`config.mk`:
```
export PLATFORM = sky130hd
export DESIGN_NAME = ets_cfg
export DESIGN_NICKNAME = d
export VERILOG_FILES = /design/src/hdl/ets_pkg.sv /design/src/hdl/ets_cfg.sv
export SDC_FILE = /design/constraint.sdc
export NUM_CORES = 1
export LEC_CHECK = 0
export ABC_CLOCK_PERIOD_IN_PS = 1700
export BUFFER_PORTS_ARGS = -buffer_cell sky130_fd_sc_hd__buf_2
export CORE_ASPECT_RATIO = 0.7
export CORE_UTILIZATION = 25
export DETAILED_ROUTE_END_ITERATION = 10
export GPL_TIMING_DRIVEN = 0
export HOLD_SLACK_MARGIN = 0.02
export PLACE_DENSITY = 0.48
export SETUP_SLACK_MARGIN = 0.5
export SLEW_MARGIN = 20
export SYNTH_ARGS = -nofsm -noshare
export SYNTH_HDL_FRONTEND = slang
export SYNTH_SLANG_ARGS = --single-unit
```
`constraint.sdc`:
```
create_clock -name clk -period 1.7 [get_ports clk]
set_input_delay 0.085 -clock clk [delete_from_list [all_inputs] [get_ports clk]]
set_output_delay 0.085 -clock clk [all_outputs]
set_load 0.02 [all_outputs]
```
`src/hdl/ets_pkg.sv`:
```
// ----------------------------------------------------------------------------
// ets_pkg
// Shared types, codes and helper functions for the event threshold and
// suppress block.
// ----------------------------------------------------------------------------
package ets_pkg;

  // default table geometry
  localparam int DEF_SETS = 64;
  localparam int DEF_WAYS = 4;

  // field widths
  localparam int ADDR_W = 32;
  localparam int CNT_W  = 16;
  localparam int TIME_W = 32;
  localparam int REG_W  = 3;
  localparam int DATA_W = 32;
  localparam int DEC_W  = 2;

  // thresholding modes
  localparam logic [1:0] THR_OFF    = 2'd0;
  localparam logic [1:0] THR_LIMIT  = 2'd1;
  localparam logic [1:0] THR_THRESH = 2'd2;
  localparam logic [1:0] THR_BOTH   = 2'd3;

  // suppression modes (the unused code behaves as off)
  localparam logic [1:0] SUP_OFF      = 2'd0;
  localparam logic [1:0] SUP_MATCH    = 2'd1;
  localparam logic [1:0] SUP_MISMATCH = 2'd2;

  // decision codes
  localparam logic [DEC_W-1:0] DEC_NONE  = 2'd0;
  localparam logic [DEC_W-1:0] DEC_SUPP  = 2'd1;
  localparam logic [DEC_W-1:0] DEC_LOG   = 2'd2;
  localparam logic [DEC_W-1:0] DEC_BLOCK = 2'd3;

  // register indexes
  localparam logic [REG_W-1:0] REG_THR_MODE      = 3'd0;
  localparam logic [REG_W-1:0] REG_THR_TRACK_DST = 3'd1;
  localparam logic [REG_W-1:0] REG_THR_COUNT     = 3'd2;
  localparam logic [REG_W-1:0] REG_THR_WINDOW    = 3'd3;
  localparam logic [REG_W-1:0] REG_SUP_MODE      = 3'd4;
  localparam logic [REG_W-1:0] REG_SUP_TRACK_DST = 3'd5;
  localparam logic [REG_W-1:0] REG_SUP_ADDR      = 3'd6;
  localparam logic [REG_W-1:0] REG_SUP_MASK      = 3'd7;

  // configuration register set
  typedef struct packed {
    logic [1:0]        thr_mode;
    logic              thr_track_dst;
    logic [CNT_W-1:0]  thr_count;
    logic [TIME_W-1:0] thr_window;
    logic [1:0]        sup_mode;
    logic              sup_track_dst;
    logic [ADDR_W-1:0] sup_addr;
    logic [ADDR_W-1:0] sup_mask;
  } ets_cfg_t;

  // controller to datapath commands
  typedef struct packed {
    logic load;  // capture the event
    logic rd;    // read the set row
    logic upd;   // decide, write back, present result
  } ets_cmd_t;

  typedef enum logic [1:0] {
    ST_IDLE,
    ST_HASH,
    ST_UPDATE
  } ets_state_t;

  function automatic int clog2_min1(input int n);
    return (n > 1) ? $clog2(n) : 1;
  endfunction

  function automatic bit is_pow2(input int n);
    return ((n & (n - 1)) == 0);
  endfunction

  // byte fold of the tracked address
  function automatic logic [ADDR_W-1:0] fold_hash(input logic [ADDR_W-1:0] a);
    return a ^ (a >> 8) ^ (a >> 16) ^ (a >> 24);
  endfunction

endpackage

```
`src/hdl/ets_cfg.sv`:
```
// ----------------------------------------------------------------------------
// ets_cfg
// Configuration register file, written one register per transfer.
// ----------------------------------------------------------------------------
module ets_cfg
  import ets_pkg::*;
(
  input  logic              clk,
  input  logic              rst_n,
  input  logic              cfg_valid,
  output logic              cfg_ready,
  input  logic [REG_W-1:0]  cfg_index,
  input  logic [DATA_W-1:0] cfg_data,
  output ets_cfg_t          cfg
);

  ets_cfg_t cfg_r;
  ets_cfg_t cfg_nxt;

  // always able to take a write
  assign cfg_ready = 1'b1;
  assign cfg       = cfg_r;

  // register select
  always_comb begin
    cfg_nxt = cfg_r;
    if (cfg_valid) begin
      case (cfg_index)
        REG_THR_MODE:      cfg_nxt.thr_mode      = cfg_data[1:0];
        REG_THR_TRACK_DST: cfg_nxt.thr_track_dst = cfg_data[0];
        REG_THR_COUNT:     cfg_nxt.thr_count     = cfg_data[CNT_W-1:0];
        REG_THR_WINDOW:    cfg_nxt.thr_window    = cfg_data[TIME_W-1:0];
        REG_SUP_MODE:      cfg_nxt.sup_mode      = cfg_data[1:0];
        REG_SUP_TRACK_DST: cfg_nxt.sup_track_dst = cfg_data[0];
        REG_SUP_ADDR:      cfg_nxt.sup_addr      = cfg_data[ADDR_W-1:0];
        REG_SUP_MASK:      cfg_nxt.sup_mask      = cfg_data[ADDR_W-1:0];
        default:           cfg_nxt = cfg_r;
      endcase
    end
  end

  always_ff @(posedge clk) begin
    if (!rst_n) begin
      cfg_r.thr_mode      <= THR_OFF;
      cfg_r.thr_track_dst <= 1'b0;
      cfg_r.thr_count     <= CNT_W'(1);
      cfg_r.thr_window    <= TIME_W'(60);
      cfg_r.sup_mode      <= SUP_OFF;
      cfg_r.sup_track_dst <= 1'b0;
      cfg_r.sup_addr      <= '0;
      cfg_r.sup_mask      <= '1;
    end else begin
      cfg_r <= cfg_nxt;
    end
  end

endmodule

```
* Word-level counts from Yosys, hierarchy flattened
Index checks and enable logic that the tools add are counted.
** Word-level totals
- Output and inout port bits :: 119
- Flip-flop bits (word level) :: 118
- Logic and storage cells :: 24
- Bits of input ports :: 38
** Operators by class
- Eq/ne operators :: 7
- Reduce and logical (&&, ||, !) cells :: 9
** Operator list (number)
- AND reduction 2 bit :: 8
- equality test 3 bit (second input constant) :: 4
- equality test 3 x 2 -> 1 bit (second input constant) :: 2
- equality test 3 x 1 -> 1 bit (second input constant) :: 1
- zero test 3 bit :: 1

* Depth between registers and ports, before layout
Gate-level depths: netlist of run 1.
- Depth in word-level cells :: 2
- Depth in mapped cells :: 5
- Gate-level depth less buffers :: 2

* Least setup slack after synthesis of run 1
OpenSTA, ideal clock, no wires.
- Path type :: input -> register
- From :: in cfg_index[2]
- To :: reg cfg_r, in the netlist cfg[68]
- Data required time :: 1628 ps
- Arrival :: 957 ps
- Stages on the path :: 5
- Buffers on the path :: 3
- Slack :: 672 ps
- Setup time :: 72 ps
- Cell sequence :: buf_2 > and4b_1 > buf_2 > buf_6 > mux2i_1
** On the way
- Longest elaborated chain between the ends :: 2
** RTL lines
- start: declaration :: RTL line ets_cfg.sv:12 : input logic [REG_W-1:0] cfg_index,
- equality test 3 x 2 -> 1 bit :: RTL line ets_cfg.sv:28 : case (cfg_index)
- AND reduction 2 bit (no line)
- end signal: assignment :: RTL line ets_cfg.sv:53 : cfg_r <= cfg_nxt;
- end: declaration :: RTL line ets_cfg.sv:17 : ets_cfg_t cfg_r;
Every way passes these cells.
A chain may end at the register's enable or synchronous reset.

* Worst setup path in the final report of run 1
- From :: reg cfg_r, in the netlist cfg[47]
- To :: out cfg[47] (netlist bit)
** RTL lines
- end: declaration :: RTL line ets_cfg.sv:14 : output ets_cfg_t cfg
No word-level cell between the ends.

==> results of run 1 <==
path summary, 6_finish.rpt:
kind              startpoint       to  slack [ns]  cells after the start
hold reg to reg      cfg[60]  cfg[60]        0.45                      2
hold / removal     cfg_valid  cfg[64]        0.07                      3
setup / recovery     cfg[47]  cfg[47]        0.66                      1
setup reg to reg     cfg[47]  cfg[47]        1.03                      2
layout make-up:
| cell class | instances | area share (%) |
|---|---|---|
| clock inverters | 8 | 1.071 |
| flip-flops and latches | 118 | 35.48 |
| clock buffers | 24 | 7.535 |
| plain buffers | 36 | 3.213 |
| repair buffers | 183 | 16.16 |
| well taps | 236 | 4.434 |
| multi-input cells | 310 | 32.11 |
cell families after synthesis:
| kind of cell | Yosys count |
|---|---|
| flip-flops | 118 |
| AND/OR/NAND/NOR | 191 |
| other | 1 |
| buffers and inverters | 36 |
| multiplexers | 118 |
cells in the final DEF (no fill, tap or decap), types with 5 or more instances in the layout:
| master | instances |
|---|---|
| buf_2 | 160 |
| mux2i_1 | 118 |
| dfxtp_1 | 118 |
| nand2_1 | 113 |
| nor2b_1 | 69 |
| dlygate4sd3_1 | 32 |
| clkbuf_16 | 17 |
| clkbuf_1 | 16 |
| buf_4 | 6 |
| buf_6 | 6 |
| clkbuf_8 | 5 |
| clkinv_2 | 5 |
stage by stage:
| step | std cells | utilization [%] | hold WS [ns] |
|---|---|---|---|
| 4_1_cts | 915 | 36.56 | 0.05271 |
| 2_1_floorplan | 464 | - | 0.2460 |
| 3_3_place_gp | 851 | 31.66 | 0.3603 |
| 5_1_grt | 915 | 36.56 | 0.09013 |
| 6_report | 915 | 36.56 | 0.06604 |
| 3_5_place_dp | 851 | 31.66 | 0.3704 |
synthesized netlist by cell type, drive strengths merged:
cell type	count
buf	22
nand4	1
and4bb	1
nor4b	1
dfxtp	118
nand4bb	1
nand2	113
clkbuf	14
nor2b	69
and4b	1
and4	1
nor4bb	1
mux2i	118
nand4b	2
conb	1
power breakdown:
part           internal (uW)  switching [uW]  leakage, uW  total [uW]
Combinational            243             344      0.00183         586
Sequential              2830            32.6     0.000956        2860
Clock                   2190            1280     0.000286        3470
what timing repair did:
action,CTS,global route
hold buffers,32,0
resized for setup,0,0
endpoints found under the hold margin,106,0
endpoints found under the setup margin,0,0
metal layers:
metal | GRT usage (%) | vias to the layer above | routed length [microns]
li1 | - | 1926 | -
met1 | 19.88 | 1867 | 7127
met2 | 24.67 | 94 | 6444
met3 | 5.245 | 17 | 1031
met4 | 6.417 | 0 | 210
met5 | 0 | - | 0
==> flow_metrics.py, run 1 <==
metrics = {
    "outcome": {
        "status": "finished, violations left",
        "violations": "DRC",
    },
    "sta": {
        "finalHoldViolations": 0,
        "relSlewSlack_pct": 57.01,
        "finalClockSkew_ns": 0,
        "finalSetupViolCount": 0,
        "finalSetupTns_ns": 0,
        "rsz0062_at_grt": "no",
        "period_needed_ns": 1.041,
        "fmax_mhz": 961.0,
        "slew_viol_final": 0,
        "fin_crit_sh_pct": 61.21,
        "tightest_slew_ns": 0.6449,
        "setup_slack_ns": 0.6594,
    },
    "yosys": {
        "synth_nets": 502,
        "synthMuxAreaShare_pct": 25.05,
        "netlist.area_leader.share_pct": 50.11,
        "synth.distinct_cells": 19,
        "synth_warnings": 0,
        "synth_area_leaders": "dfxtp_1 (50%), mux2i_1 (25%), nor2b_1 (9.2%), nand2_1 (9.0%), buf_6 (1.4%)",
        "synth.cell_area_sq_mm": 0.004715,
        "synthCells": 464,
        "yosys.area_share.adder_pct": 0,
        "synth_compound_area_share_pct": 0,
        "seq_area_frac_synth_pct": 50.11,
        "synth_top_family_by_area": "multiplexers",
        "yosysTopAreaCell": "dfxtp_1",
        "synthSimpleGateAreaFrac_pct": 20.22,
        "avgSynthCellArea_sq_um": 10.16,
        "ys_ff_latch": 118,
        "synth_xor_xnor_area_share_pct": 0,
    },
    "finish": {
        "stdcell_area_sq_mm": 0.006659,
        "num_antenna_cells": 0,
        "area_growth_pct": 41.24,
        "final-seq-area_sq_mm": 0.002362,
        "drive_above_1_share_pct": 30.04,
        "multi_input_area_sq_mm": 0.002138,
        "fillers": 1871,
        "final_nets": 704,
        "largest_reg_flops": 118,
    },
    "placed_design": {
        "place_congestion": 0.7541,
        "placement.io_buffers": 151,
        "dpl.hpwl_mm": 10.74,
        "place_ws_ns": 0.3301,
        "place_area_sq_mm": 0.005766,
    },
    "setup_path": {
        "crit_arrival_ns": 0.96,
        "critical-path-slowest-cell": "dfxtp_1",
        "crit_chain": "buf_2",
        "crit_path_max_fanout": 2,
        "path_buf_inv": 1,
        "cp-end-kind": "primary output",
        "required_ns": 1.62,
        "start_kind": "flop",
        "cpPeakStageDelay_ns": 0.36,
        "cp_top_family": "flip-flops",
        "path_class": "flop to primary output",
    },
    "pwr": {
        "finalPower_uw": 6917,
        "leakage_uw": 0.003069,
        "max-vdd-ir-drop_v": 0.0004737,
        "cellPowerDensity_mw_per_mm2": 1039,
    },
    "worst_hold_path": {
        "hold_class": "input pin to flop",
    },
    "detailed_routing": {
        "vias": 3904,
        "drt-wirelength-per-cell_microns": 16.19,
        "drt_first_pass_iters": 7,
        "drtIter0Drc": 168,
        "routed_wl_mm": 14.82,
        "via_per_inst": 4.267,
        "drc": 9,
        "postRouteAntennaNets": 0,
    },
    "global_route": {
        "grt_pass1_vias": 4145,
        "grt-ovfl-total": 0,
        "grt_pass1_wl_mm": 22.65,
        "grt_max_degree": 17,
        "antenna_found_initial": 0,
        "grt_usage_pct": 15.67,
    },
    "cts": {
        "clockBufferDepth": 2,
        "cts_tree": "built",
        "path_clk_slew_ns": 0.05,
        "clkLatencyLatePin_ns": 0.41,
        "htree_levels": 4,
        "cts_setup_buffers": 0,
        "cts_root_buf": "clkbuf_16",
        "cts_buffers": 17,
        "cts_sinks": 118,
    },
    "floorplan": {
        "die_h_microns": 116.9,
        "design.die.area_sq_mm": 0.01942,
        "die_w_microns": 166.1,
        "start_util_pct": 25.89,
        "rows": 41,
        "ioPinCount": 157,
        "core-area_sq_mm": 0.01821,
    },
    "flow_run": {
        "cap_violations": 0,
    },
}
No activity file was read; power rests on OpenSTA's default activity.
==> run 2, diff against run 1 <==
ABC_CLOCK_PERIOD_IN_PS = 1050   (was 1700)
clock period = 1.05 ns   (was 1.7 ns; I/O delays follow)
==> run 2 against run 1 <==
  * The flow finishes with violations (DRC, hold timing)
  * Highest routed layer unchanged
  * Via count is 2.4% higher
  * Utilization is 8.1 points higher
  * Critical endpoint is now cfg[0]
  * Clock-buffer cell count stayed put
  * Sequential power is 64% higher
  * Global-route usage is 0.66 points higher
  * Critical path depth stayed put
  * Non-clock buffer count is 18 higher
  * Flip-flop and latch count stayed put
  * Clock power is 69% higher
  * Sequential share of layout area is 4.6 points lower
==> flow_metrics.py, run 2 (synthesized netlist as in run 1, its figures left out) <==
metrics = {
    "outcome": {
        "status": "finished, violations left",
        "violations": "DRC, hold timing",
    },
    "placed_design": {
        "placement.io_buffers": 151,
        "dpl.hpwl_mm": 10.64,
        "dp_cells": 851,
        "place_area_sq_mm": 0.005897,
        "place_congestion": 0.7759,
    },
    "finish": {
        "layout_commonest_cell": "buf_6",
        "final_cell_mix": "buf_6 (162), mux2i_1 (118), dfxtp_2 (118)",
        "largest_reg_flops": 118,
        "area_growth_pct": 72.53,
        "drive_above_1_share_pct": 59.40,
        "utilization_pct": 44.67,
        "final_nets": 722,
        "stdcell_area_sq_mm": 0.008134,
        "instances_no_fill": 933,
        "num_antenna_cells": 0,
    },
    "setup_path": {
        "reg2reg_depth": 4,
        "cp-end-kind": "primary output",
        "required_ns": 1.00,
        "worstReg2RegEnd": "cfg[1]",
        "rrSetupSlack_ns": 0.22,
        "path_class": "flop to primary output",
        "crit_path_max_fanout": 2,
        "cpPeakStageDelay_ns": 0.36,
        "path_buf_inv": 1,
        "critical-path-slowest-cell": "dfxtp_2",
        "crit_arrival_ns": 0.88,
        "cp_top_family": "flip-flops",
        "crit_chain": "buf_6",
        "r2r_start": "cfg[1]",
        "start_kind": "flop",
    },
    "cts": {
        "cts_buffers": 17,
        "cts_tree": "built",
        "path_clk_slew_ns": 0.06,
        "clockBufferDepth": 2,
        "cts_root_buf": "clkbuf_16",
        "cts_sinks": 118,
        "clkLatencyLatePin_ns": 0.40,
        "htree_levels": 4,
    },
    "pwr": {
        "leakage_uw": 0.003592,
        "power.switching_uw": 2728,
        "p_sw_share_pct": 23.31,
        "max-vdd-ir-drop_v": 0.0008688,
        "p_int_uw": 8973,
        "pwr-share-comb_pct": 10.0,
        "p_clk_share_pct": 50.0,
        "pwr-share-seq_pct": 40.0,
        "cellPowerDensity_mw_per_mm2": 1439,
    },
    "global_route": {
        "grt_pass1_vias": 4136,
        "grt_pass1_wl_mm": 23.58,
        "grt_max_degree": 17,
        "grt-ovfl-total": 0,
        "antenna_found_initial": 0,
        "grt_usage_pct": 16.33,
    },
    "worst_hold_path": {
        "hold_class": "input pin to flop",
        "holdPathStages": 3,
        "hold_end": "cfg[19]",
        "holdCritStartpoint": "cfg_data[19]",
    },
    "detailed_routing": {
        "via_per_inst": 4.285,
        "drt-wirelength-per-cell_microns": 17.06,
        "routed_wl_mm": 15.92,
        "drt_first_pass_iters": 10,
        "drc": 10,
        "postRouteAntennaNets": 0,
        "drtIter0Drc": 172,
        "vias": 3998,
    },
    "floorplan": {
        "start_util_pct": 25.89,
        "die_w_microns": 166.1,
        "rows": 41,
        "ioPinCount": 157,
        "core-area_sq_mm": 0.01821,
        "die_h_microns": 116.9,
        "design.die.area_sq_mm": 0.01942,
    },
    "sta": {
        "slew_viol_final": 0,
        "finalClockSkew_ns": 0,
        "finalSetupTns_ns": 0,
        "period_needed_ns": 0.9365,
        "fmax_mhz": 1068,
        "finalHoldViolations": 104,
        "fin_crit_sh_pct": 89.19,
        "rsz0062_at_grt": "yes",
        "finalSetupViolCount": 0,
        "whs_ns": -0.07667,
    },
    "flow_run": {
        "cap_violations": 0,
    },
}
run 2: repair_timing:
action                                 4_1_cts  5_1_grt
pin swaps                                    2        1
endpoints found under the hold margin      111      108
resized for setup                          376       54
setup endpoints to repair                  236      236
cloned                                       3        2
setup buffers                               22       23
run 2: layout make-up:
class | instances | area, sq um
plain buffers | 36 | 372.9
multi-input cells | 310 | 2232
fillers | 1718 | 10080
clock buffers | 24 | 501.7
flip-flops and latches | 118 | 2510
clock inverters | 8 | 95.09
repair buffers | 201 | 2127
well taps | 236 | 295.3
run 2: how the worst max path moves through the flow:
stage	start	endpoint	cells after the start	slack (ns)
4_1_cts	cfg[0]	cfg[0]	1	0.10
2_1_floorplan	cfg_index[2]	cfg[68]	5	0.14
3_5_place_dp	rst_n	cfg[82]	5	-0.12
3_3_place_gp	rst_n	cfg[80]	5	-0.09
6_report	cfg[0]	cfg[0]	1	0.11
5_1_grt	cfg[0]	cfg[0]	1	0.07
run 2: through the flow:
stage	setup slack [ns]	total power [uW]	hold WS, ns
floorplan	0.1374	5285	0.2065
global placement	-0.08679	5621	0.3296
detailed placement	-0.1200	5638	0.3363
CTS	0.1012	11780	-0.09494
global route	0.07016	12200	-0.08886
finish	0.1135	11700	-0.07667
run 2: layer usage:
metal | vias to the layer above | track usage (%) | part of all wire, %
li1 | 1958 | - | -
met1 | 1910 | 21.85 | 49
met2 | 114 | 24.73 | 42
met3 | 16 | 5.683 | 7.1
met4 | 0 | 5.047 | 1.4
met5 | - | 0 | 0
run 2: power by group through the flow:
stage          clock network [uW]  logic [uW]  registers [uW]
3_5_place_dp                    0         907            4730
5_1_grt                      6260        1250            4690
4_1_cts                      6000        1110            4680
2_1_floorplan                   0         438            4850
6_report                     5850        1170            4680
3_3_place_gp                    0         894            4730
